File: config.mk
export PLATFORM = sky130hd
export DESIGN_NAME = maidenhead_locator_encoder
export DESIGN_NICKNAME = d
export VERILOG_FILES = /design/src/rtl/core/mle_pkg.sv /design/src/rtl/core/mle_front.sv /design/src/rtl/core/mle_cell.sv /design/src/rtl/core/maidenhead_locator_encoder.sv
export VERILOG_INCLUDE_DIRS = /design/src /design/src/rtl/core
export SDC_FILE = /design/constraint.sdc
export NUM_CORES = 1
export LEC_CHECK = 0
export BUFFER_PORTS_ARGS = -buffer_cell sky130_fd_sc_hd__buf_2
export CORE_AREA = 3 3 219 221
export DETAILED_ROUTE_END_ITERATION = 8
export DIE_AREA = 0 0 222 224
export PLACE_DENSITY = 0.64
export SETUP_SLACK_MARGIN = 0.3
export SLEW_MARGIN = 10
export SYNTH_ARGS = -nofsm -noshare
export SYNTH_HDL_FRONTEND = slang
export SYNTH_SLANG_ARGS = --single-unit
File: constraint.sdc
create_clock -name clk_i -period 7.55 [get_ports clk_i]
set_input_delay 0.3775 -clock clk_i [delete_from_list [all_inputs] [get_ports clk_i]]
set_output_delay 0.3775 -clock clk_i [all_outputs]
set_load 0.01 [all_outputs]
File: src/rtl/core/maidenhead_locator_encoder_macros.svh
// assertion macros for the maidenhead locator encoder
`ifndef MAIDENHEAD_LOCATOR_ENCODER_MACROS_SVH
`define MAIDENHEAD_LOCATOR_ENCODER_MACROS_SVH

`ifndef NO_ASSERTIONS
`define MLE_ASSERT_SAME(lbl, clk, rstn, ante, cons) \
  lbl: assert property (@(posedge clk) disable iff (!rstn) (ante) |-> (cons)) \
    else $error("mle assertion failed");
`define MLE_ASSERT_NEXT(lbl, clk, rstn, ante, cons) \
  lbl: assert property (@(posedge clk) disable iff (!rstn) (ante) |=> (cons)) \
    else $error("mle assertion failed");
`else
`define MLE_ASSERT_SAME(lbl, clk, rstn, ante, cons)
`define MLE_ASSERT_NEXT(lbl, clk, rstn, ante, cons)
`endif

`endif

File: src/rtl/core/mle_pkg.sv
// types and constants shared by the maidenhead locator encoder
package mle_pkg;

  localparam int NUM_CELLS = 4;
  localparam int MAXQ_MAX  = 23;
  localparam int DIG_W     = 5;
  localparam int LON_U_W   = 21;
  localparam int LAT_U_W   = 20;

  localparam int LON_HALF_SPAN = 648000;
  localparam int LAT_HALF_SPAN = 324000;
  localparam int LON_OOR_LIMIT = 648004;
  localparam int LAT_OOR_LIMIT = 324004;

  localparam int unsigned LON_UNIT [NUM_CELLS] = '{72000, 7200, 300, 30};
  localparam int unsigned LAT_UNIT [NUM_CELLS] = '{36000, 3600, 150, 15};
  localparam int unsigned CELL_MAXQ [NUM_CELLS] = '{17, 9, 23, 9};

  localparam logic [6:0] ASCII_UPPER_A = 7'd65;
  localparam logic [6:0] ASCII_LOWER_A = 7'd97;
  localparam logic [5:0] ASCII_ZERO    = 6'd48;

  typedef struct packed {
    logic [LON_U_W-1:0]                lon_rem;
    logic [LAT_U_W-1:0]                lat_rem;
    logic [NUM_CELLS-1:0][DIG_W-1:0]   lon_dig;
    logic [NUM_CELLS-1:0][DIG_W-1:0]   lat_dig;
    logic                              oor;
  } mle_item_t;

endpackage

File: src/rtl/core/mle_front.sv
// input stage: range flag, saturation and offset to unsigned arcseconds
module mle_front import mle_pkg::*; (
  input  logic               clk_i,
  input  logic               rst_ni,
  input  logic               valid_i,
  output logic               ready_o,
  input  logic signed [19:0] lat_i,
  input  logic signed [20:0] lon_i,
  output logic               valid_o,
  input  logic               ready_i,
  output mle_item_t          item_o
);

  logic signed [21:0] lon_s, lon_c;
  logic signed [20:0] lat_s, lat_c;
  mle_item_t          item_d, item_q;
  logic               valid_d, valid_q;

  always_comb begin
    lon_s = {lon_i[20], lon_i};
    lat_s = {lat_i[19], lat_i};
    if (lon_s < -LON_HALF_SPAN) begin
      lon_c = 22'(-LON_HALF_SPAN);
    end else if (lon_s > LON_HALF_SPAN - 1) begin
      lon_c = 22'(LON_HALF_SPAN - 1);
    end else begin
      lon_c = lon_s;
    end
    if (lat_s < -LAT_HALF_SPAN) begin
      lat_c = 21'(-LAT_HALF_SPAN);
    end else if (lat_s > LAT_HALF_SPAN - 1) begin
      lat_c = 21'(LAT_HALF_SPAN - 1);
    end else begin
      lat_c = lat_s;
    end
    item_d         = '0;
    item_d.lon_rem = LON_U_W'(lon_c + LON_HALF_SPAN);
    item_d.lat_rem = LAT_U_W'(lat_c + LAT_HALF_SPAN);
    item_d.oor     = (lon_s >= LON_OOR_LIMIT) || (lon_s <= -LON_OOR_LIMIT) ||
                     (lat_s >= LAT_OOR_LIMIT) || (lat_s <= -LAT_OOR_LIMIT);
  end

  assign ready_o = !valid_q || ready_i;
  assign valid_d = ready_o ? valid_i : valid_q;

  always_ff @(posedge clk_i or negedge rst_ni) begin
    if (!rst_ni) begin
      valid_q <= 1'b0;
    end else begin
      valid_q <= valid_d;
    end
  end

  always_ff @(posedge clk_i) begin
    if (ready_o && valid_i) begin
      item_q <= item_d;
    end
  end

  assign valid_o = valid_q;
  assign item_o  = item_q;

endmodule

File: src/rtl/core/mle_cell.sv
// one digit cell: takes one locator digit pair off the remainders
`include "maidenhead_locator_encoder_macros.svh"
module mle_cell import mle_pkg::*; #(
  parameter int unsigned SLOT = 0
) (
  input  logic      clk_i,
  input  logic      rst_ni,
  input  logic      valid_i,
  output logic      ready_o,
  input  mle_item_t item_i,
  output logic      valid_o,
  input  logic      ready_i,
  output mle_item_t item_o
);

  logic [MAXQ_MAX-1:0] ge_lon, ge_lat;
  logic [DIG_W-1:0]    q_lon, q_lat;
  logic [LON_U_W-1:0]  sub_lon;
  logic [LAT_U_W-1:0]  sub_lat;
  mle_item_t           item_d, item_q;
  logic                valid_d, valid_q;

  always_comb begin
    for (int k = 1; k <= MAXQ_MAX; k++) begin
      ge_lon[k-1] = (k <= CELL_MAXQ[SLOT]) &&
                    (32'(item_i.lon_rem) >= 32'(k) * LON_UNIT[SLOT]);
      ge_lat[k-1] = (k <= CELL_MAXQ[SLOT]) &&
                    (32'(item_i.lat_rem) >= 32'(k) * LAT_UNIT[SLOT]);
    end
    q_lon   = DIG_W'($countones(ge_lon));
    q_lat   = DIG_W'($countones(ge_lat));
    sub_lon = '0;
    sub_lat = '0;
    for (int k = 1; k <= MAXQ_MAX; k++) begin
      if (q_lon == DIG_W'(k)) begin
        sub_lon = LON_U_W'(32'(k) * LON_UNIT[SLOT]);
      end
      if (q_lat == DIG_W'(k)) begin
        sub_lat = LAT_U_W'(32'(k) * LAT_UNIT[SLOT]);
      end
    end
    item_d               = item_i;
    item_d.lon_rem       = item_i.lon_rem - sub_lon;
    item_d.lat_rem       = item_i.lat_rem - sub_lat;
    item_d.lon_dig[SLOT] = q_lon;
    item_d.lat_dig[SLOT] = q_lat;
  end

  assign ready_o = !valid_q || ready_i;
  assign valid_d = ready_o ? valid_i : valid_q;

  always_ff @(posedge clk_i or negedge rst_ni) begin
    if (!rst_ni) begin
      valid_q <= 1'b0;
    end else begin
      valid_q <= valid_d;
    end
  end

  always_ff @(posedge clk_i) begin
    if (ready_o && valid_i) begin
      item_q <= item_d;
    end
  end

  assign valid_o = valid_q;
  assign item_o  = item_q;

  `MLE_ASSERT_SAME(a_lon_rem_below_unit, clk_i, rst_ni, valid_q,
    32'(item_q.lon_rem) < LON_UNIT[SLOT])
  `MLE_ASSERT_SAME(a_dig_within_clamp, clk_i, rst_ni, valid_q,
    (32'(item_q.lon_dig[SLOT]) <= CELL_MAXQ[SLOT]) &&
    (32'(item_q.lat_dig[SLOT]) <= CELL_MAXQ[SLOT]))
  `MLE_ASSERT_NEXT(a_held_while_blocked, clk_i, rst_ni, valid_q && !ready_i,
    valid_q && $stable(item_q))

endmodule

File: src/rtl/core/maidenhead_locator_encoder.sv
// Maidenhead locator encoder: arcsecond position to 8-character locator
// usage:
//   input channel: in_valid_i with latitude_arcsec_i and longitude_arcsec_i,
//   a transaction completes on a clock edge with in_valid_i high and in_stall_o low.
//   output channel: out_valid_o with the eight ASCII characters and out_of_range_o,
//   a transaction completes on a clock edge with out_valid_o high and out_stall_i low.
//   an input passes one range and offset stage, then a chain of four digit
//   cells (field, square, subsquare, extended), each peeling one digit pair
//   off the remainders, before its result is valid.
//   throughput is one position per cycle while out_stall_i is low; each stage holds one
//   position, so bubbles close up while the receiver stalls.
//   with out_stall_i held high the chain fills, and after five positions
//   in_stall_o rises until results are taken again; the waiting result holds.
//   positions beyond the span saturate to its edges; out_of_range_o is set 4 arcsec out.
//   reset empties every stage; no result is pending after reset.
module maidenhead_locator_encoder import mle_pkg::*; (
  input  logic               clk_i,
  input  logic               rst_ni,
  input  logic               in_valid_i,
  output logic               in_stall_o,
  input  logic signed [19:0] latitude_arcsec_i,
  input  logic signed [20:0] longitude_arcsec_i,
  output logic               out_valid_o,
  input  logic               out_stall_i,
  output logic [6:0]         lon_field_char_o,
  output logic [6:0]         lat_field_char_o,
  output logic [5:0]         lon_square_char_o,
  output logic [5:0]         lat_square_char_o,
  output logic [6:0]         lon_subsquare_char_o,
  output logic [6:0]         lat_subsquare_char_o,
  output logic [5:0]         lon_extended_char_o,
  output logic [5:0]         lat_extended_char_o,
  output logic               out_of_range_o
);

  logic      front_ready;
  logic      valid_c [NUM_CELLS+1];
  logic      ready_c [NUM_CELLS+1];
  mle_item_t item_c  [NUM_CELLS+1];
  mle_item_t res;

  mle_front u_front (
    .clk_i   (clk_i),
    .rst_ni  (rst_ni),
    .valid_i (in_valid_i),
    .ready_o (front_ready),
    .lat_i   (latitude_arcsec_i),
    .lon_i   (longitude_arcsec_i),
    .valid_o (valid_c[0]),
    .ready_i (ready_c[0]),
    .item_o  (item_c[0])
  );

  for (genvar g = 0; g < NUM_CELLS; g++) begin : g_cell
    mle_cell #(
      .SLOT (g)
    ) u_cell (
      .clk_i   (clk_i),
      .rst_ni  (rst_ni),
      .valid_i (valid_c[g]),
      .ready_o (ready_c[g]),
      .item_i  (item_c[g]),
      .valid_o (valid_c[g+1]),
      .ready_i (ready_c[g+1]),
      .item_o  (item_c[g+1])
    );
  end

  assign ready_c[NUM_CELLS] = !out_stall_i;
  assign in_stall_o         = !front_ready;
  assign out_valid_o        = valid_c[NUM_CELLS];
  assign res                = item_c[NUM_CELLS];

  assign lon_field_char_o     = ASCII_UPPER_A + 7'(res.lon_dig[0]);
  assign lat_field_char_o     = ASCII_UPPER_A + 7'(res.lat_dig[0]);
  assign lon_square_char_o    = ASCII_ZERO + 6'(res.lon_dig[1]);
  assign lat_square_char_o    = ASCII_ZERO + 6'(res.lat_dig[1]);
  assign lon_subsquare_char_o = ASCII_LOWER_A + 7'(res.lon_dig[2]);
  assign lat_subsquare_char_o = ASCII_LOWER_A + 7'(res.lat_dig[2]);
  assign lon_extended_char_o  = ASCII_ZERO + 6'(res.lon_dig[3]);
  assign lat_extended_char_o  = ASCII_ZERO + 6'(res.lat_dig[3]);
  assign out_of_range_o       = res.oor;

endmodule
Yosys cells after proc, flatten, opt, wreduce, memory -nomap -nowiden:

Index checks and enable logic that the tools add are counted.

* flip-flop bits (word level): 274
* input port bits: 45
* output and inout port bits: 55
* logic and storage cells: 586

* $add $sub $neg: 124
* magnitude comparators: 124
* equal/unequal tests: 138
* muxes and demuxes: 142
* reductions and logical operators: 20

Operators by type and width (count)
* 2-to-1 mux 21 bit: 68
* 2-to-1 mux 20 bit: 68
* == test 5 x 4 -> 1 bit, second input constant: 48
* == test 5 bit, second input constant: 48
* greater-or-equal comparator 21 x 13 -> 1 bit, second input constant: 11
* adder 5 bit: 46
* greater-or-equal comparator 20 x 12 -> 1 bit, second input constant: 11
* greater-or-equal comparator 21 x 12 -> 1 bit, second input constant: 7
* greater-or-equal comparator 21 x 20 -> 1 bit, second input constant: 7
* greater-or-equal comparator 20 x 11 -> 1 bit, second input constant: 7
* greater-or-equal comparator 20 x 19 -> 1 bit, second input constant: 7
* == test 5 x 3 -> 1 bit, second input constant: 24
* adder 1 x 1 -> 2 bit: 54
* greater-or-equal comparator 21 x 16 -> 1 bit, second input constant: 5
* greater-or-equal comparator 20 x 15 -> 1 bit, second input constant: 5
* greater-or-equal comparator 21 x 19 -> 1 bit, second input constant: 4
* greater-or-equal comparator 21 bit, second input constant: 4
* greater-or-equal comparator 21 x 8 -> 1 bit, second input constant: 4
* greater-or-equal comparator 20 x 18 -> 1 bit, second input constant: 4
* greater-or-equal comparator 20 bit, second input constant: 4
* greater-or-equal comparator 20 x 7 -> 1 bit, second input constant: 4
* greater-or-equal comparator 21 x 11 -> 1 bit, second input constant: 3
* subtractor 21 bit: 3
* == test 5 x 2 -> 1 bit, second input constant: 12
* 42 further kinds: 90

Logic depth before layout (Yosys ltp):

Gate-level depths: netlist (run 1).

* depth in word-level cells: 31
* depth in mapped cells: 34
* mapped depth without buffers: 33

Modules after synthesis:

A second synthesis (run 1) with hierarchy kept.

* cell total of the unflattened synthesis: 2727
* area total of the unflattened synthesis: 26789.4 µm²

By module, submodules not included
* mle_cell (g_cell[0].u_cell): times used 1, cells each 810, area each 7253.2 µm², sequential area each 2487.4 µm²
* mle_cell (g_cell[2].u_cell): times used 1, cells each 725, area each 6770.2 µm², sequential area each 2487.4 µm²
* mle_cell (g_cell[1].u_cell): times used 1, cells each 435, area each 4854.7 µm², sequential area each 2427.3 µm²
* mle_cell (g_cell[3].u_cell): times used 1, cells each 408, area each 4718.3 µm², sequential area each 2427.3 µm²
* mle_front: times used 1, cells each 298, area each 2860.2 µm², sequential area each 1286.2 µm²
* maidenhead_locator_encoder: times used 1, cells each 51, area each 332.8 µm², sequential area each 0.0 µm²

Least setup slack after synthesis (run 1):

No wires, ideal clock.

* path kind: reg-to-reg
* from: reg g_cell[1].u_cell.item_q (netlist bit g_cell[1].u_cell.item_o[54])
* to: reg g_cell[2].u_cell.item_q (netlist bit g_cell[2].u_cell.item_o[60]), data pin
* setup time: 0.134 ns
* data arrival time: 8.038 ns
* data required time: 7.416 ns
* slack: -0.622 ns
* cell stages (with the launch flop): 32
* path buffers: 2
* period minus slack after synthesis: 8.172 ns
* path through: edfxtp_1 > or3_1 > or4_4 > or3_1 > clkbuf_1 > nor2_1 > o31ai_1 > ha_1 > fa_1 > inv_1 > fa_1 > inv_1 > fa_1 > fa_1 > ha_1 > fa_1 > a21o_1 > a21oi_1 > xnor2_1 > clkbuf_1 > nand2_1 > and2_1 > ha_1 > inv_1 > fa_1 > a21o_1 > a21oi_1 > o21a_1 > nor3_1 > or2_2 > or4_1 > nand3_1

RTL lines
* start: declaration: RTL line mle_cell.sv:20 `mle_item_t item_d, item_q;`
* start signal: assignment: RTL line mle_cell.sv:62 `item_q <= item_d;`
* end signal: assignment: RTL line mle_cell.sv:62
* end: declaration: RTL line mle_cell.sv:20

==> metrics.yaml, run 1 <==
global_routing:
  grt_overflow: 0
  grt_antenna_before_repair: 1
  grt_use_total: 0.212
  grt_pass1_vias: 18636
  grt_pass1_wl_mm: 89.7
  grt_max_degree: 70
logic_synthesis:
  yosys_warnings: 0
  syn_inst: 2436
  synth-seq-cells: 265
  syn-cell-area_um2: 22000
  synth_edf_count: 260
  synth_seq_area_share: 0.361
  syn_area_per_cell_um2: 9.03
  synth_ff_type: "edfxtp_1"
  synth_cell_types: 75
  synth-async-reset-ratio: 0.0189
sta:
  max_slew.worst_pin.slew_ns: 0.960
  setup_violations: 12
  fmaxAchievable_mhz: 128
  period_needed_ns: 7.81
  grt_setup_unrepaired: "true"
  worst_slack_ns: -0.261
  slew_violations: 0
  fin_crit_sh: 1.03
  hold_viol: 0
  fin_skew_ns: 0.0241
  relSlewSlack: 0.360
layout:
  nNetsFinal: 3055
  multi_input_area_um2: 13900
  layout-drive-gt1-share: 0.248
  area_delta_synth_final_pct: 24.6
  final_cell_area_um2: 27400
  nFillCells: 3956
  antenna_cells: 0
  layout.cells.non_filler: 3397
  seqCellArea_um2: 7930
placed_design:
  gp_congestion: 0.952
  dpl-instance-area_um2: 24400
  port_buffers: 89
  dp_cells: 3209
  place_hpwl_mm: 40.3
outcome:
  status: "complete, but fails checks"
  violations: "negative setup slack"
worst_hold_path:
  hp-class: "primary input to flip-flop"
  holdCritStartpoint: "out_stall_i"
  hold_path_end: "g_cell[3].u_cell.valid_o"
  holdPathStages: 2
detailed_routing:
  vias: 19524
  drt-initial-drc-count: 1687
  routed_wl_mm: 55.8
  wire_per_inst_um: 16.4
  viasPerCell: 5.75
  route.detailed.drc: 0
  ant_nets: 0
  dr.pass1.iters: 7
setup_path:
  r2r_start: "g_cell[1].u_cell.item_o[55]"
  start_kind: "flip-flop"
  critPathKind: "flip-flop to flip-flop"
  crit_top_cell: "fa_1"
  worstPathArrival_ns: 8.25
  critPathRequiredTime_ns: 7.99
  crit_buf_inv: 3
  crit_path_max_incr_delay_ns: 0.54
  end_kind: "flip-flop"
  cpMaxStageDelayCell: "fa_1"
  worst-r2r-setup-slack_ns: -0.26
  rr_worst_depth: 31
  crit_fanout: 6
  timing.rr.end: "g_cell[2].u_cell.item_o[60]"
  crit_family: "adder cells"
die:
  pin_count: 100
  start_util: 0.475
  die_h_um: 224
  fp.dieW_um: 222
  dieArea_um2: 49700
  core_area_um2: 46400
  row_count: 79
clocking:
  clk_pin_slew_ns: 0.06
  clockBufferDepth: 3
  clk_latency_ns: 0.58
  cts-root-buf: "clkbuf_16"
  clkSinkCount: 265
  ctsHtreeMaxLevel: 1
  cts_made_buffers: 31
  cts_tree: "yes"
job:
  cap_violations: 0
==> worst register-to-register path, delay by kind of cell, from the launching register on <==
kind	cells	cell delay, ns
buffers and inverters	3	0.26
xor gates and xnor gates	1	0.15
and+or+nand+nor	10	2.57
AOI/OAI and AO/OA	9	1.45
DFF	1	0.38
adders and majority gates	8	2.88
==> sequential cells by signal, indices dropped and copies added, names as in the netlist <==
register / count
u_front.item_o: 42
g_cell.u_cell.item_o: 218
g_cell.u_cell.valid_o: 4
u_front.valid_o: 1
==> cell usage in the layout, fill, tap and decap left out, drive strengths merged, types with 7 or more instances in the layout <==
| cell type | n |
|---|---|
| a211oi | 17 |
| a21boi | 9 |
| a21o | 28 |
| a21oi | 179 |
| a221oi | 7 |
| a311oi | 7 |
| a31oi | 36 |
| and2 | 14 |
| and3 | 13 |
| buf | 414 |
| clkbuf | 41 |
| clkinv | 11 |
| conb | 10 |
| edfxtp | 260 |
| fa | 84 |
| ha | 160 |
| inv | 193 |
| nand2 | 236 |
| nand2b | 25 |
| nand3 | 75 |
| nand4 | 24 |
| nand4b | 9 |
| nor2 | 240 |
| nor2b | 31 |
| nor3 | 82 |
| nor4 | 33 |
| o211ai | 19 |
| o21a | 32 |
| o21ai | 163 |
| o21bai | 9 |
| o22ai | 8 |
| o31a | 10 |
| o31ai | 25 |
| o41ai | 13 |
| or2 | 16 |
| or3 | 31 |
| or4 | 11 |
| xnor2 | 86 |
| xor2 | 37 |
==> worst max path at each step <==
stage                                      from                           to  depth (start not counted)
finish              g_cell[1].u_cell.item_o[55]  g_cell[2].u_cell.item_o[60]                         31
global route        g_cell[1].u_cell.item_o[75]  g_cell[2].u_cell.item_o[81]                         32
CTS                 g_cell[1].u_cell.item_o[55]  g_cell[2].u_cell.item_o[57]                         28
detailed placement  g_cell[1].u_cell.item_o[54]  g_cell[2].u_cell.item_o[57]                         30
global placement    g_cell[1].u_cell.item_o[54]  g_cell[2].u_cell.item_o[57]                         30
floorplan           g_cell[1].u_cell.item_o[54]  g_cell[2].u_cell.item_o[60]                         33
==> through the flow <==
stage               setup TNS [ns]  hold slack, ns   util  worst slack (ns)
floorplan                   -0.304          0.0819      -            -0.139
global placement             -2.48           0.196  0.526            -0.292
detailed placement           -4.20           0.206  0.526            -0.446
CTS                          -2.13          0.0483  0.563            -0.219
global route                 -9.06          0.0654  0.591            -0.527
finish                       -1.82          0.0814  0.591            -0.261
==> layer usage <==
metal	track usage	part of all wire	vias up
met5	0	0	-
met4	0.0522	0.026	0
met3	0.0287	0.059	138
met2	0.369	0.49	724
met1	0.281	0.43	9214
li1	-	-	9448
==> area by class of cell <==
cell class,count,area share
clock buffer,38,0.0303
clock inverter,19,0.00680
inverter,191,0.0266
multi-input combinational,1857,0.506
sequential,265,0.289
tap,607,0.0277
timing repair buffer,419,0.113
timing repair inverter,1,0.000183
==> cell families (layout without fill, tap and decap cells) <==
logic type | count (synthesis) | in the layout | share of synthesized area
buffers and inverters | 323 | 668 | 0.0601
AOI/OAI and AO/OA | 622 | 622 | 0.178
other | 1 | 10 | 0.000170
adders and majority gates | 245 | 245 | 0.168
DFF | 265 | 265 | 0.361
xor gates and xnor gates | 123 | 123 | 0.0490
and+or+nand+nor | 857 | 857 | 0.184
==> cell usage after synthesis, types with 75 or more instances <==
cell type  instances  share of area
edfxtp_1         260           0.35
nor2_1           240          0.041
nand2_1          236          0.040
inv_1            185          0.032
a21oi_1          177          0.040
o21ai_0          161          0.037
ha_1             160          0.091
clkbuf_1         101          0.017
xnor2_1           86          0.034
fa_1              84          0.076
nor3_1            82          0.019
nand3_1           75          0.017
==> what timing repair did <==
action	in CTS	in global routing
setup buffers	48	78
hold buffers	2	0
hold endpoints to repair	6	0
cloned	2	1
pin swaps	38	104
setup endpoints to repair	31	46
resized for setup	62	189
Power of run 1 is left out: the tool's default activity adds up to more than one toggle a clock period on the data nets, which glitch-free logic cannot reach.
==> run 2, diff against run 1 <==
--- a/config.mk
+++ b/config.mk
@@ -6,11 +6,12 @@
 export SDC_FILE = /design/constraint.sdc
 export NUM_CORES = 1
 export LEC_CHECK = 0
+export ABC_AREA = 1
 export BUFFER_PORTS_ARGS = -buffer_cell sky130_fd_sc_hd__buf_2
-export CORE_AREA = 3 3 219 221
+export CORE_AREA = 3 3 223 225
 export DETAILED_ROUTE_END_ITERATION = 8
-export DIE_AREA = 0 0 222 224
-export PLACE_DENSITY = 0.64
+export DIE_AREA = 0 0 226 228
+export PLACE_DENSITY = 0.65
 export SETUP_SLACK_MARGIN = 0.3
 export SLEW_MARGIN = 10
 export SYNTH_ARGS = -nofsm -noshare
==> metrics.yaml, run 2 <==
outcome:
  status: "complete, no violations"
setup_path:
  critPathRequiredTime_ns: 7.87
  worst-r2r-setup-slack_ns: 0.04
  cpMaxStageDelayCell: "fa_1"
  critPathCapture: "g_cell[2].u_cell.item_o[78]"
  worstPathArrival_ns: 7.83
  crit_path_max_incr_delay_ns: 0.57
  start_kind: "flip-flop"
  critPathKind: "flip-flop to flip-flop"
  crit_fanout: 7
  timing.rr.end: "g_cell[2].u_cell.item_o[78]"
  rr_worst_depth: 38
  crit_top_cell: "fa_1"
  end_kind: "flip-flop"
  r2r_start: "g_cell[1].u_cell.item_o[75]"
  setup.worst_path.start: "g_cell[1].u_cell.item_o[75]"
global_routing:
  met1_usage: 0.315
  met3_usage: 0.0294
  grt_pass1_vias: 20916
  grt_overflow: 0
  grt_antenna_before_repair: 1
  grt_use_total: 0.234
  grt_max_degree: 52
  grt_pass1_wl_mm: 101
  grt-busiest-layer: "met2"
  use_met2: 0.401
clocking:
  clkSinkCount: 262
  clk_pin_slew_ns: 0.06
  cts_tree: "yes"
  cts_made_buffers: 31
  clk_latency_ns: 0.57
  ctsHtreeMaxLevel: 1
  cts-root-buf: "clkbuf_16"
  clockBufferDepth: 3
logic_synthesis:
  synth_commonest_cells: "nand2_1, inv_1, nor2_1"
  synth_edf_count: 257
  synth_seq_area_share: 0.342
  synth_cell_types: 63
  synth-seq-cells: 262
  syn-cell-area_um2: 23000
  synth-async-reset-ratio: 0.0191
  synth_top_area_cell: "edfxtp_1"
  syn_inst: 2908
  yosys-top-cells-area: "edfxtp_1, nand2_1, ha_1"
  yosys_warnings: 0
  synth_ff_type: "edfxtp_1"
  synth.most_common_cell: "nand2_1"
  syn_area_per_cell_um2: 7.89
  synth_top_area_frac: 0.336
sta:
  max_slew.worst_pin.slew_ns: 0.761
  fin_crit_sh: 0.995
  grt_setup_unrepaired: "true"
  fmaxAchievable_mhz: 133
  relSlewSlack: 0.491
  slew_violations: 0
  hold_viol: 0
  fin_skew_ns: 0.0198
  setup_violations: 0
  period_needed_ns: 7.51
  whs_ns: 0.0754
placed_design:
  dpl-instance-area_um2: 25800
  place_hpwl_mm: 48.9
  port_buffers: 89
  dp_cells: 3812
  gp_congestion: 0.968
detailed_routing:
  routed_wl_mm: 64.4
  ant_nets: 0
  route.detailed.drc: 0
  viasPerCell: 5.46
  wire_per_inst_um: 16.2
  vias: 21727
  drt-initial-drc-count: 1386
  dr.pass1.iters: 6
layout:
  antenna_cells: 0
  layout-drive-gt1-share: 0.268
  area_delta_synth_final_pct: 28.2
  largest_reg_flops: 216
  nNetsFinal: 3626
  nFillCells: 4110
  final_cell_mix: "nand2_1, inv_1, buf_4"
  seqCellArea_um2: 7840
  layout.cells.non_filler: 3977
  multi_input_area_um2: 14600
  mostFrequentLayoutCell: "nand2_1"
  final_cell_area_um2: 29400
die:
  pin_count: 100
  dieArea_um2: 51500
  fp.dieW_um: 226
  die_h_um: 228
  core_area_um2: 47700
  row_count: 80
  start_util: 0.481
worst_hold_path:
  hp-class: "primary input to flip-flop"
job:
  cap_violations: 0
run 2: critical path: cells and delay by family, from the launching register on:
kind | cells | cell delay, ns
buf+inv | 7 | 0.67
xor+xnor | 1 | 0.18
compound gates | 7 | 1.08
flops | 1 | 0.39
fa+ha+maj | 8 | 3.23
simple gates | 15 | 1.72
run 2: cells by family after synthesis:
logic type,Yosys count,share of synthesized area
AO/OA/AOI/OAI,418,0.112
adder cells (fa/ha/maj),244,0.160
other,1,0.000163
flip-flops,262,0.342
AND/OR/NAND/NOR,1293,0.242
buffers and inverters,581,0.101
XOR/XNOR,109,0.0416
run 2: how the worst min path moves through the flow:
| stage | slack (ns) | cells after the start | end | startpoint |
|---|---|---|---|---|
| after CTS | 0.03 | 3 | u_front.valid_o | in_valid_i |
| final | 0.08 | 3 | u_front.valid_o | in_valid_i |
| after detailed placement | 0.24 | 1 | g_cell[3].u_cell.valid_o | rst_ni |
| after global routing | 0.07 | 3 | u_front.valid_o | in_valid_i |
| after floorplan | 0.08 | 0 | g_cell[0].u_cell.valid_o | rst_ni |
| after global placement | 0.23 | 1 | g_cell[3].u_cell.valid_o | rst_ni |
run 2: cell type report:
cell class | instances | share of cell area
clock buffer | 42 | 0.0291
clock inverter | 16 | 0.00485
inverter | 524 | 0.0675
multi-input combinational | 2074 | 0.496
sequential | 262 | 0.267
tap | 615 | 0.0262
timing repair buffer | 444 | 0.110
run 2: what timing repair did:
| action | 4_1_cts | 5_1_grt |
|---|---|---|
| hold buffers | 1 | 0 |
| pin swaps | 33 | 165 |
| resized for setup | 137 | 366 |
| endpoints found under the setup margin | 39 | 52 |
| endpoints found under the hold margin | 5 | 0 |
| setup buffers | 28 | 77 |
| cloned | 1 | 0 |
run 2: routing by layer:
layer / vias up / wire, um
li1: 10600 / -
met1: 10181 / 27700
met2: 782 / 31100
met3: 162 / 3520
met4: 2 / 2040
met5: - / 16
run 2: stage by stage:
stage	TNS (ns)	setup WS (ns)	utilization
after floorplan	0	0.300	-
after global placement	-0.501	-0.136	0.540
after detailed placement	-2.80	-0.281	0.540
after CTS	0	0.252	0.576
after global routing	-5.22	-0.428	0.616
final	0	0.0378	0.616
Power of run 2 is left out for the same reason.
